File: src/rtl/grid_astar_path_search_unit_defines.svh
// ----------------------------------------------------------------------------
// Assertion macros for the grid path search unit
// Implication checks on the block clock with reset masking.
// ----------------------------------------------------------------------------
`ifndef GRID_ASTAR_PATH_SEARCH_UNIT_DEFINES_SVH
`define GRID_ASTAR_PATH_SEARCH_UNIT_DEFINES_SVH

// same-cycle implication
`define GAPS_ASSERT_IMP(label, ante, cons) \
  label: assert property (@(posedge clk) disable iff (!rst_n) (ante) |-> (cons)) \
    else $error("assertion failed");

// next-cycle implication
`define GAPS_ASSERT_NXT(label, ante, cons) \
  label: assert property (@(posedge clk) disable iff (!rst_n) (ante) |=> (cons)) \
    else $error("assertion failed");

`endif

File: src/rtl/gaps_pkg.sv
// ----------------------------------------------------------------------------
// gaps_pkg
// Types, codes and helpers shared by the grid path search unit.
// ----------------------------------------------------------------------------
package gaps_pkg;

  localparam int CELL_W = 6;
  localparam int COST_W = 7;
  localparam int CNT_W  = 7;
  localparam int OPEN_W = COST_W + CELL_W;

  localparam logic FUNC_WRITE  = 1'b0;
  localparam logic FUNC_SEARCH = 1'b1;

  localparam logic [1:0] DIR_COL_INC = 2'd0;
  localparam logic [1:0] DIR_ROW_INC = 2'd1;
  localparam logic [1:0] DIR_COL_DEC = 2'd2;
  localparam logic [1:0] DIR_ROW_DEC = 2'd3;

  typedef enum logic [4:0] {
    ST_IDLE, ST_INIT, ST_SCAN_RD, ST_SCAN_CMP, ST_POP_RD, ST_POP_WR, ST_G_RD, ST_G_LD,
    ST_NB_CHK, ST_NB_WALL, ST_LS_RD, ST_LS_CMP, ST_LS_GRD, ST_LS_GCMP, ST_ADD,
    ST_NB_NEXT, ST_PATH_PUSH, ST_PATH_RD, ST_PATH_NX, ST_EMIT_RD, ST_EMIT_LD,
    ST_EMIT_OUT, ST_NOPATH
  } state_t;

  typedef enum logic [4:0] {
    OP_NONE, OP_ACCEPT, OP_INIT, OP_SCAN_RD, OP_SCAN_CMP, OP_POP_RD, OP_POP_WR,
    OP_G_RD, OP_G_LD, OP_NB_CHK, OP_NB_WALL, OP_LS_RD, OP_LS_NEXT, OP_LS_GRD,
    OP_UPDATE, OP_ADD, OP_NB_NEXT, OP_PUSH, OP_PATH_RD, OP_PATH_NX, OP_EMIT_RD,
    OP_EMIT_LD, OP_EMIT_NEXT, OP_NOPATH_LD
  } op_t;

  typedef struct packed {
    logic wr_item;
    logic in_grid;
    logic scan_end;
    logic is_goal;
    logic nb_out;
    logic blocked;
    logic nb_last;
    logic open_empty;
    logic ls_end;
    logic ls_hit;
    logic improve;
    logic room;
    logic path_done;
    logic emit_last;
  } stat_t;

  typedef struct packed {
    logic       func;
    logic [2:0] cell_row;
    logic [2:0] cell_col;
    logic       blocked;
    logic [2:0] start_row;
    logic [2:0] start_col;
    logic [2:0] goal_row;
    logic [2:0] goal_col;
  } in_item_t;

  function automatic logic [3:0] manhattan(logic [CELL_W-1:0] a, logic [CELL_W-1:0] b);
    logic [2:0] dr;
    logic [2:0] dc;
    dr = (a[5:3] > b[5:3]) ? 3'(a[5:3] - b[5:3]) : 3'(b[5:3] - a[5:3]);
    dc = (a[2:0] > b[2:0]) ? 3'(a[2:0] - b[2:0]) : 3'(b[2:0] - a[2:0]);
    return {1'b0, dr} + {1'b0, dc};
  endfunction

endpackage

File: src/rtl/gaps_in_if.sv
// ----------------------------------------------------------------------------
// gaps_in_if
// Input item channel: write or search item with valid/ready handshake.
// ----------------------------------------------------------------------------
interface gaps_in_if;
  logic       valid;
  logic       ready;
  logic       func;
  logic [2:0] cell_row;
  logic [2:0] cell_col;
  logic       blocked;
  logic [2:0] start_row;
  logic [2:0] start_col;
  logic [2:0] goal_row;
  logic [2:0] goal_col;

  modport source (output valid, func, cell_row, cell_col, blocked, start_row, start_col,
                  goal_row, goal_col, input ready);
  modport sink (input valid, func, cell_row, cell_col, blocked, start_row, start_col,
                goal_row, goal_col, output ready);
endinterface

File: src/rtl/gaps_out_if.sv
// ----------------------------------------------------------------------------
// gaps_out_if
// Result item channel: one path cell or the no-path item.
// ----------------------------------------------------------------------------
interface gaps_out_if;
  logic       valid;
  logic       ready;
  logic [2:0] path_row;
  logic [2:0] path_col;
  logic       found;
  logic       last;

  modport source (output valid, path_row, path_col, found, last, input ready);
  modport sink (input valid, path_row, path_col, found, last, output ready);
endinterface

File: src/rtl/gaps_ctrl.sv
// ----------------------------------------------------------------------------
// gaps_ctrl
// Search sequencer: accepts items and steps the datapath through scan, pop, expand, trace and emit.
// ----------------------------------------------------------------------------
module gaps_ctrl import gaps_pkg::*; (
  input  logic  clk,
  input  logic  rst_n,
  input  logic  in_valid,
  input  logic  out_ready,
  input  stat_t st,
  output op_t   op,
  output logic  in_ready,
  output logic  out_valid
);

  state_t state_r, state_nxt;

  always_ff @(posedge clk) begin
    if (!rst_n) begin
      state_r <= ST_IDLE;
    end else begin
      state_r <= state_nxt;
    end
  end

  always_comb begin
    state_nxt = state_r;
    unique case (state_r)
      ST_IDLE: begin
        if (in_valid && !st.wr_item) begin
          state_nxt = st.in_grid ? ST_INIT : ST_NOPATH;
        end
      end
      ST_INIT:     state_nxt = ST_SCAN_RD;
      ST_SCAN_RD:  state_nxt = ST_SCAN_CMP;
      ST_SCAN_CMP: state_nxt = st.scan_end ? ST_POP_RD : ST_SCAN_RD;
      ST_POP_RD:   state_nxt = ST_POP_WR;
      ST_POP_WR:   state_nxt = st.is_goal ? ST_PATH_PUSH : ST_G_RD;
      ST_G_RD:     state_nxt = ST_G_LD;
      ST_G_LD:     state_nxt = ST_NB_CHK;
      ST_NB_CHK:   state_nxt = st.nb_out ? ST_NB_NEXT : ST_NB_WALL;
      ST_NB_WALL:  state_nxt = st.blocked ? ST_NB_NEXT : ST_LS_RD;
      ST_LS_RD:    state_nxt = st.ls_end ? ST_ADD : ST_LS_CMP;
      ST_LS_CMP:   state_nxt = st.ls_hit ? ST_LS_GRD : ST_LS_RD;
      ST_LS_GRD:   state_nxt = ST_LS_GCMP;
      ST_LS_GCMP:  state_nxt = ST_NB_NEXT;
      ST_ADD:      state_nxt = ST_NB_NEXT;
      ST_NB_NEXT: begin
        if (!st.nb_last) begin
          state_nxt = ST_NB_CHK;
        end else begin
          state_nxt = st.open_empty ? ST_NOPATH : ST_SCAN_RD;
        end
      end
      ST_PATH_PUSH: state_nxt = st.path_done ? ST_EMIT_RD : ST_PATH_RD;
      ST_PATH_RD:   state_nxt = ST_PATH_NX;
      ST_PATH_NX:   state_nxt = ST_PATH_PUSH;
      ST_EMIT_RD:   state_nxt = ST_EMIT_LD;
      ST_EMIT_LD:   state_nxt = ST_EMIT_OUT;
      ST_EMIT_OUT: begin
        if (out_ready) begin
          state_nxt = st.emit_last ? ST_IDLE : ST_EMIT_RD;
        end
      end
      ST_NOPATH:    state_nxt = ST_EMIT_OUT;
      default:      state_nxt = ST_IDLE;
    endcase
  end

  always_comb begin
    op        = OP_NONE;
    in_ready  = 1'b0;
    out_valid = 1'b0;
    unique case (state_r)
      ST_IDLE: begin
        in_ready = 1'b1;
        if (in_valid) begin
          op = OP_ACCEPT;
        end
      end
      ST_INIT:      op = OP_INIT;
      ST_SCAN_RD:   op = OP_SCAN_RD;
      ST_SCAN_CMP:  op = OP_SCAN_CMP;
      ST_POP_RD:    op = OP_POP_RD;
      ST_POP_WR:    op = OP_POP_WR;
      ST_G_RD:      op = OP_G_RD;
      ST_G_LD:      op = OP_G_LD;
      ST_NB_CHK:    op = OP_NB_CHK;
      ST_NB_WALL:   op = OP_NB_WALL;
      ST_LS_RD:     op = OP_LS_RD;
      ST_LS_CMP:    op = st.ls_hit ? OP_NONE : OP_LS_NEXT;
      ST_LS_GRD:    op = OP_LS_GRD;
      ST_LS_GCMP:   op = st.improve ? OP_UPDATE : OP_NONE;
      ST_ADD:       op = st.room ? OP_ADD : OP_NONE;
      ST_NB_NEXT:   op = OP_NB_NEXT;
      ST_PATH_PUSH: op = OP_PUSH;
      ST_PATH_RD:   op = OP_PATH_RD;
      ST_PATH_NX:   op = OP_PATH_NX;
      ST_EMIT_RD:   op = OP_EMIT_RD;
      ST_EMIT_LD:   op = OP_EMIT_LD;
      ST_EMIT_OUT: begin
        out_valid = 1'b1;
        if (out_ready) begin
          op = OP_EMIT_NEXT;
        end
      end
      ST_NOPATH:    op = OP_NOPATH_LD;
      default:      op = OP_NONE;
    endcase
  end

endmodule

File: src/rtl/gaps_dp.sv
// ----------------------------------------------------------------------------
// gaps_dp
// Search datapath: grid, open list, cost and parent stores, path stack.
// ----------------------------------------------------------------------------
module gaps_dp import gaps_pkg::*; #(
  parameter int GRID_SIDE = 8
) (
  input  logic       clk,
  input  logic       rst_n,
  input  op_t        op,
  input  in_item_t   in_item,
  output stat_t      st,
  output logic [2:0] out_row,
  output logic [2:0] out_col,
  output logic       out_found,
  output logic       out_last
);

  localparam logic [3:0]       SIDE  = 4'(GRID_SIDE);
  localparam logic [CNT_W-1:0] CELLS = CNT_W'(GRID_SIDE * GRID_SIDE);

  logic              wall_mem [64];
  logic [63:0]       wall_vld_r;
  logic              wall_rd_r;
  logic [OPEN_W-1:0] open_mem [64];
  logic [OPEN_W-1:0] open_rd_r;
  logic [COST_W-1:0] g_mem [64];
  logic [COST_W-1:0] g_rd_r;
  logic [CELL_W-1:0] from_mem [64];
  logic [CELL_W-1:0] from_rd_r;
  logic [CELL_W-1:0] stack_mem [64];
  logic [CELL_W-1:0] stack_rd_r;

  logic [63:0]       closed_r;
  logic [CELL_W-1:0] start_r, goal_r, best_cell_r, cur_r, n_r, p_r;
  logic [5:0]        best_idx_r;
  logic [COST_W-1:0] best_f_r, gcur_r, ng_r, nf_r;
  logic [CNT_W-1:0]  i_r, count_r, j_r, len_r, k_r;
  logic [1:0]        d_r;
  logic [2:0]        out_row_r, out_col_r;
  logic              out_found_r, out_last_r;

  logic [CELL_W-1:0] wall_wa;
  logic              wall_we;
  logic [CELL_W-1:0] open_wa, open_ra;
  logic [OPEN_W-1:0] open_wd;
  logic              open_we;
  logic [CELL_W-1:0] g_wa, g_ra;
  logic [COST_W-1:0] g_wd;
  logic              g_we;
  logic [CELL_W-1:0] from_wa, from_wd;
  logic              from_we;
  logic [CELL_W-1:0] stack_ra;
  logic [CELL_W-1:0] nb_key;
  logic              nb_out;
  logic [COST_W-1:0] ng_c, nf_c;
  logic [CNT_W-1:0]  emit_idx;

  assign wall_wa = {in_item.cell_row, in_item.cell_col};
  assign wall_we = (op == OP_ACCEPT) && (in_item.func == FUNC_WRITE) &&
                   ({1'b0, in_item.cell_row} < SIDE) && ({1'b0, in_item.cell_col} < SIDE);

  always_comb begin
    nb_key = cur_r;
    nb_out = 1'b0;
    unique case (d_r)
      DIR_COL_INC: begin
        nb_out = ({1'b0, cur_r[2:0]} + 4'd1) >= SIDE;
        nb_key = {cur_r[5:3], 3'(cur_r[2:0] + 3'd1)};
      end
      DIR_ROW_INC: begin
        nb_out = ({1'b0, cur_r[5:3]} + 4'd1) >= SIDE;
        nb_key = {3'(cur_r[5:3] + 3'd1), cur_r[2:0]};
      end
      DIR_COL_DEC: begin
        nb_out = cur_r[2:0] == 3'd0;
        nb_key = {cur_r[5:3], 3'(cur_r[2:0] - 3'd1)};
      end
      DIR_ROW_DEC: begin
        nb_out = cur_r[5:3] == 3'd0;
        nb_key = {3'(cur_r[5:3] - 3'd1), cur_r[2:0]};
      end
      default: begin
        nb_out = 1'b1;
      end
    endcase
  end

  assign ng_c     = COST_W'(gcur_r + 7'd1);
  assign nf_c     = COST_W'(ng_c + {3'd0, manhattan(n_r, goal_r)});
  assign emit_idx = CNT_W'(len_r - 7'd1 - k_r);

  always_comb begin
    open_we = 1'b0;
    open_wa = '0;
    open_wd = '0;
    g_we    = 1'b0;
    g_wa    = n_r;
    g_wd    = ng_r;
    from_we = 1'b0;
    from_wa = n_r;
    from_wd = cur_r;
    unique case (op)
      OP_INIT: begin
        open_we = 1'b1;
        open_wd = {3'd0, manhattan(start_r, goal_r), start_r};
        g_we    = 1'b1;
        g_wa    = start_r;
        g_wd    = '0;
        from_we = 1'b1;
        from_wa = start_r;
        from_wd = start_r;
      end
      OP_POP_WR: begin
        open_we = 1'b1;
        open_wa = best_idx_r;
        open_wd = open_rd_r;
      end
      OP_UPDATE, OP_ADD: begin
        open_we = 1'b1;
        open_wa = (op == OP_ADD) ? count_r[5:0] : j_r[5:0];
        open_wd = {nf_r, n_r};
        g_we    = 1'b1;
        from_we = 1'b1;
      end
      default: begin
        open_we = 1'b0;
      end
    endcase
  end

  always_comb begin
    unique case (op)
      OP_POP_RD: open_ra = 6'(count_r - 7'd1);
      OP_LS_RD:  open_ra = j_r[5:0];
      default:   open_ra = i_r[5:0];
    endcase
  end

  assign g_ra     = (op == OP_G_RD) ? cur_r : n_r;
  assign stack_ra = emit_idx[5:0];

  always_ff @(posedge clk) begin
    if (wall_we) begin
      wall_mem[wall_wa] <= in_item.blocked;
    end
    wall_rd_r <= wall_mem[nb_key] & wall_vld_r[nb_key];
  end

  always_ff @(posedge clk) begin
    if (!rst_n) begin
      wall_vld_r <= '0;
    end else if (wall_we) begin
      wall_vld_r[wall_wa] <= 1'b1;
    end
  end

  always_ff @(posedge clk) begin
    if (open_we) begin
      open_mem[open_wa] <= open_wd;
    end
    open_rd_r <= open_mem[open_ra];
  end

  always_ff @(posedge clk) begin
    if (g_we) begin
      g_mem[g_wa] <= g_wd;
    end
    g_rd_r <= g_mem[g_ra];
  end

  always_ff @(posedge clk) begin
    if (from_we) begin
      from_mem[from_wa] <= from_wd;
    end
    from_rd_r <= from_mem[p_r];
  end

  always_ff @(posedge clk) begin
    if (op == OP_PUSH) begin
      stack_mem[len_r[5:0]] <= p_r;
    end
    stack_rd_r <= stack_mem[stack_ra];
  end

  always_ff @(posedge clk) begin
    if (!rst_n) begin
      count_r  <= '0;
      closed_r <= '0;
    end else begin
      unique case (op)
        OP_INIT:   begin
          count_r  <= CNT_W'(1);
          closed_r <= '0;
        end
        OP_POP_WR: count_r <= CNT_W'(count_r - 7'd1);
        OP_ADD:    count_r <= CNT_W'(count_r + 7'd1);
        OP_G_RD:   closed_r[cur_r] <= 1'b1;
        default:   count_r <= count_r;
      endcase
    end
  end

  always_ff @(posedge clk) begin
    unique case (op)
      OP_ACCEPT: begin
        start_r <= {in_item.start_row, in_item.start_col};
        goal_r  <= {in_item.goal_row, in_item.goal_col};
      end
      OP_INIT: i_r <= '0;
      OP_SCAN_CMP: begin
        if ((i_r == '0) || (open_rd_r[OPEN_W-1:CELL_W] < best_f_r)) begin
          best_idx_r  <= i_r[5:0];
          best_f_r    <= open_rd_r[OPEN_W-1:CELL_W];
          best_cell_r <= open_rd_r[CELL_W-1:0];
        end
        i_r <= CNT_W'(i_r + 7'd1);
      end
      OP_POP_WR: begin
        cur_r <= best_cell_r;
        p_r   <= goal_r;
        len_r <= '0;
      end
      OP_G_LD: begin
        gcur_r <= g_rd_r;
        d_r    <= DIR_COL_INC;
      end
      OP_NB_CHK: n_r <= nb_key;
      OP_NB_WALL: begin
        ng_r <= ng_c;
        nf_r <= nf_c;
        j_r  <= '0;
      end
      OP_LS_NEXT: j_r <= CNT_W'(j_r + 7'd1);
      OP_NB_NEXT: begin
        d_r <= 2'(d_r + 2'd1);
        i_r <= '0;
      end
      OP_PUSH: begin
        len_r <= CNT_W'(len_r + 7'd1);
        k_r   <= '0;
      end
      OP_PATH_NX: p_r <= from_rd_r;
      OP_EMIT_LD: begin
        out_row_r   <= stack_rd_r[5:3];
        out_col_r   <= stack_rd_r[2:0];
        out_found_r <= 1'b1;
        out_last_r  <= CNT_W'(k_r + 7'd1) == len_r;
      end
      OP_EMIT_NEXT: k_r <= CNT_W'(k_r + 7'd1);
      OP_NOPATH_LD: begin
        out_row_r   <= '0;
        out_col_r   <= '0;
        out_found_r <= 1'b0;
        out_last_r  <= 1'b1;
      end
      default: begin
        i_r <= i_r;
      end
    endcase
  end

  assign st.wr_item    = in_item.func == FUNC_WRITE;
  assign st.in_grid    = ({1'b0, in_item.start_row} < SIDE) &&
                         ({1'b0, in_item.start_col} < SIDE) &&
                         ({1'b0, in_item.goal_row} < SIDE) &&
                         ({1'b0, in_item.goal_col} < SIDE);
  assign st.scan_end   = CNT_W'(i_r + 7'd1) == count_r;
  assign st.is_goal    = best_cell_r == goal_r;
  assign st.nb_out     = nb_out;
  assign st.blocked    = wall_rd_r | closed_r[n_r];
  assign st.nb_last    = d_r == DIR_ROW_DEC;
  assign st.open_empty = count_r == '0;
  assign st.ls_end     = j_r == count_r;
  assign st.ls_hit     = open_rd_r[CELL_W-1:0] == n_r;
  assign st.improve    = g_rd_r > ng_r;
  assign st.room       = count_r < CELLS;
  assign st.path_done  = (p_r == start_r) || (CNT_W'(len_r + 7'd1) >= CELLS);
  assign st.emit_last  = out_last_r;

  assign out_row   = out_row_r;
  assign out_col   = out_col_r;
  assign out_found = out_found_r;
  assign out_last  = out_last_r;

endmodule

File: src/rtl/grid_astar_path_search_unit.sv
// Write item: accepted, no result.
// Search: each pop scans the open list with a read and a compare per entry; each
// free neighbour searches the list again with a read and a compare per entry,
// then each path cell is traced (push, read, next) and emitted (read, load,
// output), plus output stalls. One item at a time. Reset clears the sequencer,
// open count, closed marks and the wall valid bits.
// ----------------------------------------------------------------------------
// grid_astar_path_search_unit
// A* search on a square grid with wall writes and path cell results.
// ----------------------------------------------------------------------------
`include "grid_astar_path_search_unit_defines.svh"

module grid_astar_path_search_unit import gaps_pkg::*; #(
  parameter int GRID_SIDE = 8
) (
  input logic      clk,
  input logic      rst_n,
  gaps_in_if.sink  in_ch,
  gaps_out_if.source out_ch
);

  op_t      op;
  stat_t    st;
  in_item_t in_item;

  assign in_item = '{func: in_ch.func, cell_row: in_ch.cell_row, cell_col: in_ch.cell_col,
                     blocked: in_ch.blocked, start_row: in_ch.start_row,
                     start_col: in_ch.start_col, goal_row: in_ch.goal_row,
                     goal_col: in_ch.goal_col};

  gaps_ctrl u_ctrl (
    .clk       (clk),
    .rst_n     (rst_n),
    .in_valid  (in_ch.valid),
    .out_ready (out_ch.ready),
    .st        (st),
    .op        (op),
    .in_ready  (in_ch.ready),
    .out_valid (out_ch.valid)
  );

  gaps_dp #(.GRID_SIDE(GRID_SIDE)) u_dp (
    .clk       (clk),
    .rst_n     (rst_n),
    .op        (op),
    .in_item   (in_item),
    .st        (st),
    .out_row   (out_ch.path_row),
    .out_col   (out_ch.path_col),
    .out_found (out_ch.found),
    .out_last  (out_ch.last)
  );

  `GAPS_ASSERT_IMP(a_no_overlap, out_ch.valid, !in_ch.ready)
  `GAPS_ASSERT_NXT(a_idle_after_last, out_ch.valid && out_ch.ready && out_ch.last, in_ch.ready)
  `GAPS_ASSERT_IMP(a_nopath_is_last, out_ch.valid && !out_ch.found, out_ch.last)

endmodule

File: src/flat_wrapper.sv
// flat-port wrapper written by rule: the top's interface ports become plain ports
module grid_astar_path_search_unit_flat import gaps_pkg::*;
#(
  parameter int GRID_SIDE = 8
)
  (clk, rst_n, in_ch_valid, in_ch_func, in_ch_cell_row, in_ch_cell_col, in_ch_blocked, in_ch_start_row, in_ch_start_col, in_ch_goal_row, in_ch_goal_col, in_ch_ready, out_ch_valid, out_ch_path_row, out_ch_path_col, out_ch_found, out_ch_last, out_ch_ready);
  gaps_in_if in_ch_i ();
  gaps_out_if out_ch_i ();
  input logic clk;
  input logic rst_n;
  input wire logic [$bits(in_ch_i.valid)-1:0] in_ch_valid;
  input wire logic [$bits(in_ch_i.func)-1:0] in_ch_func;
  input wire logic [$bits(in_ch_i.cell_row)-1:0] in_ch_cell_row;
  input wire logic [$bits(in_ch_i.cell_col)-1:0] in_ch_cell_col;
  input wire logic [$bits(in_ch_i.blocked)-1:0] in_ch_blocked;
  input wire logic [$bits(in_ch_i.start_row)-1:0] in_ch_start_row;
  input wire logic [$bits(in_ch_i.start_col)-1:0] in_ch_start_col;
  input wire logic [$bits(in_ch_i.goal_row)-1:0] in_ch_goal_row;
  input wire logic [$bits(in_ch_i.goal_col)-1:0] in_ch_goal_col;
  output wire logic [$bits(in_ch_i.ready)-1:0] in_ch_ready;
  output wire logic [$bits(out_ch_i.valid)-1:0] out_ch_valid;
  output wire logic [$bits(out_ch_i.path_row)-1:0] out_ch_path_row;
  output wire logic [$bits(out_ch_i.path_col)-1:0] out_ch_path_col;
  output wire logic [$bits(out_ch_i.found)-1:0] out_ch_found;
  output wire logic [$bits(out_ch_i.last)-1:0] out_ch_last;
  input wire logic [$bits(out_ch_i.ready)-1:0] out_ch_ready;
  assign in_ch_i.valid = in_ch_valid;
  assign in_ch_i.func = in_ch_func;
  assign in_ch_i.cell_row = in_ch_cell_row;
  assign in_ch_i.cell_col = in_ch_cell_col;
  assign in_ch_i.blocked = in_ch_blocked;
  assign in_ch_i.start_row = in_ch_start_row;
  assign in_ch_i.start_col = in_ch_start_col;
  assign in_ch_i.goal_row = in_ch_goal_row;
  assign in_ch_i.goal_col = in_ch_goal_col;
  assign in_ch_ready = in_ch_i.ready;
  assign out_ch_valid = out_ch_i.valid;
  assign out_ch_path_row = out_ch_i.path_row;
  assign out_ch_path_col = out_ch_i.path_col;
  assign out_ch_found = out_ch_i.found;
  assign out_ch_last = out_ch_i.last;
  assign out_ch_i.ready = out_ch_ready;
  grid_astar_path_search_unit #(.GRID_SIDE(GRID_SIDE)) u_core (.clk(clk), .rst_n(rst_n), .in_ch(in_ch_i), .out_ch(out_ch_i));
endmodule
File: config.mk
export PLATFORM = sky130hd
export DESIGN_NAME = grid_astar_path_search_unit_flat
export DESIGN_NICKNAME = d
export VERILOG_FILES = /design/src/rtl/gaps_pkg.sv /design/src/rtl/gaps_in_if.sv /design/src/rtl/gaps_out_if.sv /design/src/rtl/gaps_ctrl.sv /design/src/rtl/gaps_dp.sv /design/src/rtl/grid_astar_path_search_unit.sv /design/src/flat_wrapper.sv
export VERILOG_INCLUDE_DIRS = /design/src /design/src/rtl
export SDC_FILE = /design/constraint.sdc
export NUM_CORES = 2
export LEC_CHECK = 0
export BUFFER_PORTS_ARGS = -buffer_cell sky130_fd_sc_hd__buf_2
export CORE_UTILIZATION = 55
export DETAILED_ROUTE_END_ITERATION = 16
export HOLD_SLACK_MARGIN = 0.02
export PLACE_DENSITY = 0.71
export SETUP_SLACK_MARGIN = 0.5
export SLEW_MARGIN = 15
export SYNTH_ARGS = -nofsm -noshare
export SYNTH_HDL_FRONTEND = slang
export SYNTH_SLANG_ARGS = --single-unit
File: constraint.sdc
create_clock -name clk -period 10.8 [get_ports clk]
set_clock_uncertainty 0.2 [all_clocks]
set_input_delay 2.16 -clock clk [delete_from_list [all_inputs] [get_ports clk]]
set_output_delay 2.16 -clock clk [all_outputs]
set_load 0.02 [all_outputs]
**Yosys cells after proc, flatten, opt, wreduce, memory -nomap -nowiden**

Memory sizes are Yosys's and may differ from the RTL's. A register that Yosys moved wholly into a read port is not among the register bits.
Index checks and enable logic that the tools add are counted.

- Bitwise gates (word level): 5
- Mux-type cells: 65
- $lt $le $gt $ge: 16
- Eq/ne operators: 52
- Reduce and logical (&&, ||, !) cells: 29
- Add/subtract/negate cells: 27

Operators by type and width:

| operator | count |
|---|---|
| 64-bit OR | 2 |
| 64-bit one-hot mux with 2 select lines | 1 |
| 5-bit one-hot mux with 23 select lines | 1 |
| 5-bit one-hot mux with 21 select lines | 1 |
| 5-bit by 4-bit equality test with 1-bit output (second input constant) | 15 |
| 5-bit equality test (second input constant) | 13 |
| 7-bit one-hot mux with 2 select lines | 4 |
| 7-bit by 1-bit adder with 7-bit output (second input constant) | 6 |
| 5-bit by 3-bit equality test with 1-bit output (second input constant) | 8 |
| 13-bit one-hot mux with 3 select lines | 1 |
| 6-bit one-hot mux with 2 select lines | 3 |
| 5-bit two-way mux | 7 |
| 6-bit by 7-bit less-than comparator with 1-bit output (second input constant) | 4 |
| 3-bit two-way mux | 9 |
| 6-bit two-way mux | 4 |
| 6-bit one-hot mux with 4 select lines | 1 |
| 3-bit subtractor | 8 |
| 7-bit equality test | 3 |
| 7-bit one-hot mux with 3 select lines | 1 |
| 6-bit equality test | 3 |
| 1-bit two-way mux | 17 |
| 2-bit nonzero test | 8 |
| 5-bit by 2-bit equality test with 1-bit output (second input constant) | 3 |
| 7-bit zero test | 2 |
| 42 further kinds | 69 |

- Bits in registers: 249
- Word-level logic and storage cells: 224
- Bits in writable memories: 2112
- Input bits: 24
- Memories kept: 5
- Output and inout bits: 10

Memories:

| name | words | width | rd ports | clocked after memory_dff | write ports | RTL line | RTL |
|---|---|---|---|---|---|---|---|
| u_core.u_dp.open_mem | 64 | 13 | 1 | 1 | 1 | gaps_dp.sv:25 | `logic [OPEN_W-1:0] open_mem [64];` |
| u_core.u_dp.g_mem | 64 | 7 | 1 | 1 | 1 | gaps_dp.sv:27 | `logic [COST_W-1:0] g_mem [64];` |
| u_core.u_dp.from_mem | 64 | 6 | 1 | 1 | 1 | gaps_dp.sv:29 | `logic [CELL_W-1:0] from_mem [64];` |
| u_core.u_dp.stack_mem | 64 | 6 | 1 | 1 | 1 | gaps_dp.sv:31 | `logic [CELL_W-1:0] stack_mem [64];` |
| u_core.u_dp.wall_mem | 64 | 1 | 1 | 0 | 1 | gaps_dp.sv:22 | `logic wall_mem [64];` |

**Logic depth before layout (Yosys ltp)**

- Depth in word-level cells: 8
- Mapped depth: 17
- Mapped depth without buffers: 16

**Cells and area by module**

A second synthesis with hierarchy kept.

- Cell total of the unflattened synthesis: 6204
- Area total of the unflattened synthesis: 96448.8 um2

Modules (own cells, without submodules):

| module | instances | seq. area each (um2) | area each (um2) | cells an instance |
|---|---|---|---|---|
| gaps_dp | 1 | 70027.2 | 95674.3 | 6101 |
| gaps_ctrl | 1 | 100.1 | 774.5 | 103 |

**Worst setup path before layout**

OpenSTA, ideal clock, no wires.

- Path type: input port to flip-flop
- Start point: input port in_ch_valid
- End point: memory u_core.u_dp.open_mem[0][8] in the netlist's numbering (data pin)
- Data required time: 9.898 ns
- Path buffers: 4
- Cell stages on the path: 8
- Arrival: 6.247 ns
- Library setup time: 0.702 ns
- Setup slack: 3.651 ns
- Cells stage by stage: nor3_1 > o31ai_2 > or3_1 > clkbuf_1 > clkbuf_1 > clkbuf_1 > clkbuf_1 > o21ai_0

- Cells in the longest elaborated chain, start to end: 5
- Elaborated cells on any way between the ends: 8
- Classes of those cells: eq/ne: 4; mux: 3; reduce/logical: 1

Ends and longest elaborated chain:

| what | RTL line | RTL |
|---|---|---|
| start, declared | flat_wrapper.sv:11 | `input wire logic [$bits(in_ch_i.valid)-1:0] in_ch_valid;` |
| 1-bit two-way mux (*) | gaps_ctrl.sv:77 | `if (in_valid) begin` |
| 5-bit one-hot mux with 23 select lines (*) | gaps_ctrl.sv:74 | `unique case (state_r)` |
| 5-bit by 4-bit equality test with 1-bit output | gaps_dp.sv:103 | `unique case (op)` |
| 2-bit OR reduction | gaps_dp.sv:103 |  |
| 13-bit one-hot mux with 3 select lines (*) | gaps_dp.sv:103 |  |
| net u_core.u_dp.open_wd[8] | gaps_dp.sv:46 | `logic [OPEN_W-1:0] open_wd;` |
| end, declared | gaps_dp.sv:25 |  |

The timed path passes the listed nets; every way through them passes the cells marked *.

**Worst setup path after layout**

- Start point: input port in_ch_valid
- End point: memory u_core.u_dp.g_mem[1][2], enable pin

- Cells in the longest elaborated chain, start to end: 7
- Elaborated cells on any way between the ends: 10
- Classes of those cells: eq/ne: 3; mux: 6; reduce/logical: 1

Ends and longest elaborated chain:

| what | RTL line | RTL |
|---|---|---|
| 1-bit two-way mux (*) | gaps_ctrl.sv:77 |  |
| 5-bit one-hot mux with 23 select lines (*) | gaps_ctrl.sv:74 |  |
| 5-bit by 4-bit equality test with 1-bit output / 5-bit by 2-bit equality test with 1-bit output (equally long branches) | gaps_dp.sv:103 |  |
| 3-bit OR reduction (no source line) | n/a |  |
| 1-bit two-way mux | gaps_dp.sv:103 |  |
| 1-bit two-way mux | gaps_dp.sv:166 | `if (g_we) begin` |
| 1-bit two-way mux (not written as such) | gaps_dp.sv:167 | `g_mem[g_wa] <= g_wd;` |
| end, declared | gaps_dp.sv:27 |  |

Mark *: on every way between the ends. The rest lies on a longest branch, timed or not.

==> flow_metrics.py <==
metrics = {
    "setup_path": {
        "crit_arrival_ps": 6850,
        "required_ps": 11040,
        "crit_start": "in_ch_valid",
        "r2r_slack_ps": 4350,
        "worst_setup_path_end_kind": "register",
        "path_class": "in -> reg",
        "r2r_cells": 9,
        "r2r-end": "u_core.u_dp.g_mem[1][2]",
        "crit_end": "u_core.u_dp.g_mem[1][2]",
        "critPathMaxFanout": 90,
        "r2r-start": "u_core.u_ctrl.state_r[2]",
        "cp-start-kind": "input port",
    },
    "synth": {
        "synth_area_leaders": "edfxtp_1, mux4_2, dfxtp_1",
        "synth-edff-count": 2220,
        "yosysSeqAreaShare_pct": 72.4,
        "synth-seq-cells": 2393,
        "ys_top_cells_by_count": "edfxtp_1, nand2_1, nor2_1, clkbuf_1, mux4_2",
        "synth_top_cell_by_area": "edfxtp_1",
        "synth_cell_types": 80,
        "synth_top_area_share_pct": 68.8,
        "netlist_instances": 6331,
        "synth_flop_cell": "edfxtp_1",
        "synthArstFlopShare_pct": 0,
        "ys_warn_count": 0,
        "syn_nets": 6425,
        "syn_area_per_cell_um2": 15.3,
        "yosysMostFrequentCell": "edfxtp_1",
        "syn-cell-area_mm2": 0.0969,
    },
    "power": {
        "p_clk_share_pct": 39.4,
        "power_uw": 19600,
        "power_switching_share_pct": 23.2,
        "p_per_area_mw_per_mm2": 184,
        "comb_power_share_pct": 7.6,
        "seq_power_share_pct": 53.0,
        "switchingPower_uw": 4560,
        "vdd_drop_max_uv": 172,
        "p_leak_uw": 0.0351,
        "power.internal_uw": 15100,
    },
    "routing": {
        "wirelength_um": 242000,
        "routed_via_density": 6.45,
        "drt_iter0_drc": 7504,
        "drtPass1Iterations": 8,
        "dr_total_vias": 56700,
        "drc": 0,
        "final_antenna_net_count": 0,
        "routedWlPerCell_um": 27.5,
    },
    "placed_design": {
        "place.detailed.hpwl_um": 144000,
        "numPortBuffers": 33,
        "place_ws_ps": 3490,
        "placed_area_mm2": 0.0994,
        "routabilityCongestion": 0.918,
    },
    "floorplan": {
        "num_rows": 153,
        "core_region_area_mm2": 0.174,
        "die-area_mm2": 0.178,
        "chipWidth_um": 422,
        "fp.dieH_um": 422,
        "io_pins": 34,
        "initial_utilization_pct": 55.6,
    },
    "global_routing": {
        "top_usage_layer": "met2",
        "grt_use_total_pct": 26.9,
        "grtUsageMet1_pct": 38.3,
        "grt_pass1_vias": 54800,
        "antenna_found_initial": 10,
        "grtUsageMet3_pct": 4.82,
        "overflow": 0,
        "grt_pass1_wl_um": 357000,
        "grt_max_degree": 194,
        "gr-usage-met2_pct": 41.7,
    },
    "worst_hold_path": {
        "min_path_type": "reg -> reg",
    },
    "run_status": {
        "status": "completed",
    },
    "finish": {
        "layout-drive-gt1-share_pct": 12.9,
        "nNetsFinal": 6359,
        "fin_util_pct": 61.2,
        "fin_area_mm2": 0.107,
        "syn2layout_area_growth_pct": 10.0,
    },
    "clocking": {
        "clockRootBuffer": "clkbuf_16",
        "cts.clk_slew.worst_paths_ps": 60,
        "clkLatencyLatePin_ps": 850,
        "cts_htree_levels": 4,
        "cts_resized": 0,
        "cts_setup_buffers": 0,
        "clk_path_buf_depth": 3,
        "cts_tree": "yes",
        "cts_hold_buf": 0,
        "cts_buffers": 226,
        "cts.sinks": 2393,
    },
    "sta": {
        "worst_pin_slew_ps": 1260,
        "fin_tns_setup_ps": 0,
        "fin_crit_sh_pct": 61.2,
        "maxSlewHeadroom_pct": 15.8,
        "fmax_mhz": 151,
        "rsz0062_at_grt": "false",
        "min_period_ps": 6610,
        "fin_ws_ps": 4190,
        "setup_violations": 0,
        "slew_viol_final": 0,
        "hold_violations": 0,
    },
    "flow_run": {
        "maxCapViolations": 0,
    },
}
## layer usage
layer,share of wire [%],wire [µm]
met5,0.014,34
met4,3.8,9120
met2,47,114000
met1,40,96200
met3,9.4,22600
## cell usage in the layout (no fill, tap or decap), types with 16 or more instances in the layout
| master | netlist | final |
|---|---|---|
| a311oi_1 | 90 | 90 |
| nor2_1 | 339 | 303 |
| a22o_1 | 53 | 50 |
| clkinv_2 | 0 | 32 |
| buf_4 | 4 | 91 |
| xor2_1 | 44 | 43 |
| a22oi_1 | 110 | 110 |
| buf_2 | 58 | 32 |
| and3_1 | 136 | 134 |
| nor3_1 | 36 | 33 |
| nand3_1 | 253 | 250 |
| edfxtp_1 | 2220 | 2220 |
| mux2i_1 | 125 | 124 |
| clkbuf_1 | 286 | 53 |
| a211oi_1 | 68 | 68 |
| nand2_1 | 865 | 857 |
| inv_1 | 82 | 80 |
| a21oi_1 | 220 | 218 |
| a21o_1 | 19 | 16 |
| nand4_1 | 27 | 27 |
| a31oi_1 | 102 | 102 |
| o21a_1 | 67 | 67 |
| o21ai_0 | 21 | 17 |
| a221oi_1 | 76 | 76 |
| dfxtp_1 | 173 | 173 |
| nor2b_1 | 85 | 85 |
| mux4_2 | 265 | 265 |
| ha_1 | 54 | 53 |
| a32oi_1 | 53 | 53 |
| o22ai_1 | 28 | 28 |
| xnor2_1 | 40 | 37 |
| nand2b_1 | 19 | 19 |
| o211ai_1 | 27 | 27 |
| clkbuf_16 | 0 | 230 |
| or4_1 | 34 | 34 |
| and2_1 | 18 | 16 |
| nor2_2 | 4 | 34 |
| clkinv_1 | 2 | 49 |
## registers in the layout, indices dropped and copies added (netlist names), 7 cells and up
signal	flops
u_core.u_dp.open_mem	832
u_core.u_dp.g_mem	448
u_core.u_dp.from_mem	384
u_core.u_dp.stack_mem	384
u_core.u_dp.closed_r	64
u_core.u_dp.wall_mem	64
u_core.u_dp.wall_vld_r	64
u_core.u_dp.open_rd_r	13
u_core.u_dp.best_f_r	7
u_core.u_dp.count_r	7
u_core.u_dp.g_rd_r	7
u_core.u_dp.gcur_r	7
u_core.u_dp.i_r	7
u_core.u_dp.j_r	7
u_core.u_dp.k_r	7
u_core.u_dp.len_r	7
u_core.u_dp.nf_r	7
u_core.u_dp.ng_r	7
## worst min path at each step
stage	from	to	slack, ps	cells past startpoint
2_1_floorplan	u_core.u_dp.g_rd_r[0]	u_core.u_dp.gcur_r[0]	210	0
3_3_place_gp	u_core.u_dp.wall_vld_r[10]	u_core.u_dp.wall_vld_r[10]	240	1
3_5_place_dp	u_core.u_dp.wall_vld_r[42]	u_core.u_dp.wall_vld_r[42]	250	1
4_1_cts	u_core.u_dp.wall_vld_r[18]	u_core.u_dp.wall_vld_r[18]	260	1
5_1_grt	u_core.u_dp.wall_vld_r[34]	u_core.u_dp.wall_vld_r[34]	280	1
6_report	u_core.u_dp.wall_vld_r[62]	u_core.u_dp.wall_vld_r[62]	260	1
## power by group through the flow
stage	combinational (µW)	sequential, µW	clock (µW)
2_1_floorplan	927	10500	0
4_1_cts	1470	10400	7790
6_report	1490	10400	7730
3_5_place_dp	1460	10600	0
3_3_place_gp	1440	10600	0
5_1_grt	1580	10400	8140
## layout make-up
class / count / area [µm²]
sequential: 2393 / 70100
clock inverter: 120 / 1060
inverter: 84 / 317
tap: 2325 / 2910
clock buffer: 297 / 6150
timing repair buffer: 127 / 923
fill: 12500 / 67700
antenna: 1 / 2.50
multi-input combinational: 3433 / 25200
## cells by family (layout without fill, tap and decap cells)
family | count (synthesis) | after routing | share of synthesized area, %
AND/OR/NAND/NOR | 1878 | 1878 | 8.76
multiplexers | 400 | 400 | 7.57
AO/OA/AOI/OAI | 1001 | 1001 | 7.44
buffers and inverters | 505 | 628 | 2.09
other | 0 | 1 | 0
XOR/XNOR | 84 | 84 | 0.759
adder cells (fa/ha/maj) | 70 | 70 | 1.03
flip-flops | 2393 | 2393 | 72.4
## per-stage QoR
stage	std cells	hold slack, ps
floorplan	6331	208
global placement	8361	239
finish	8780	259
CTS	8778	263
detailed placement	8361	246
global route	8780	280
## critical path, stage by stage
cell      delay, ps
buf_2           160
nor3_1           80
o31ai_2         900
or3_2           250
buf_4           750
nor2_1          190
a21oi_1         500
nand2b_1        710
nor2_1         1110
Power figures use the tool's default switching activity.
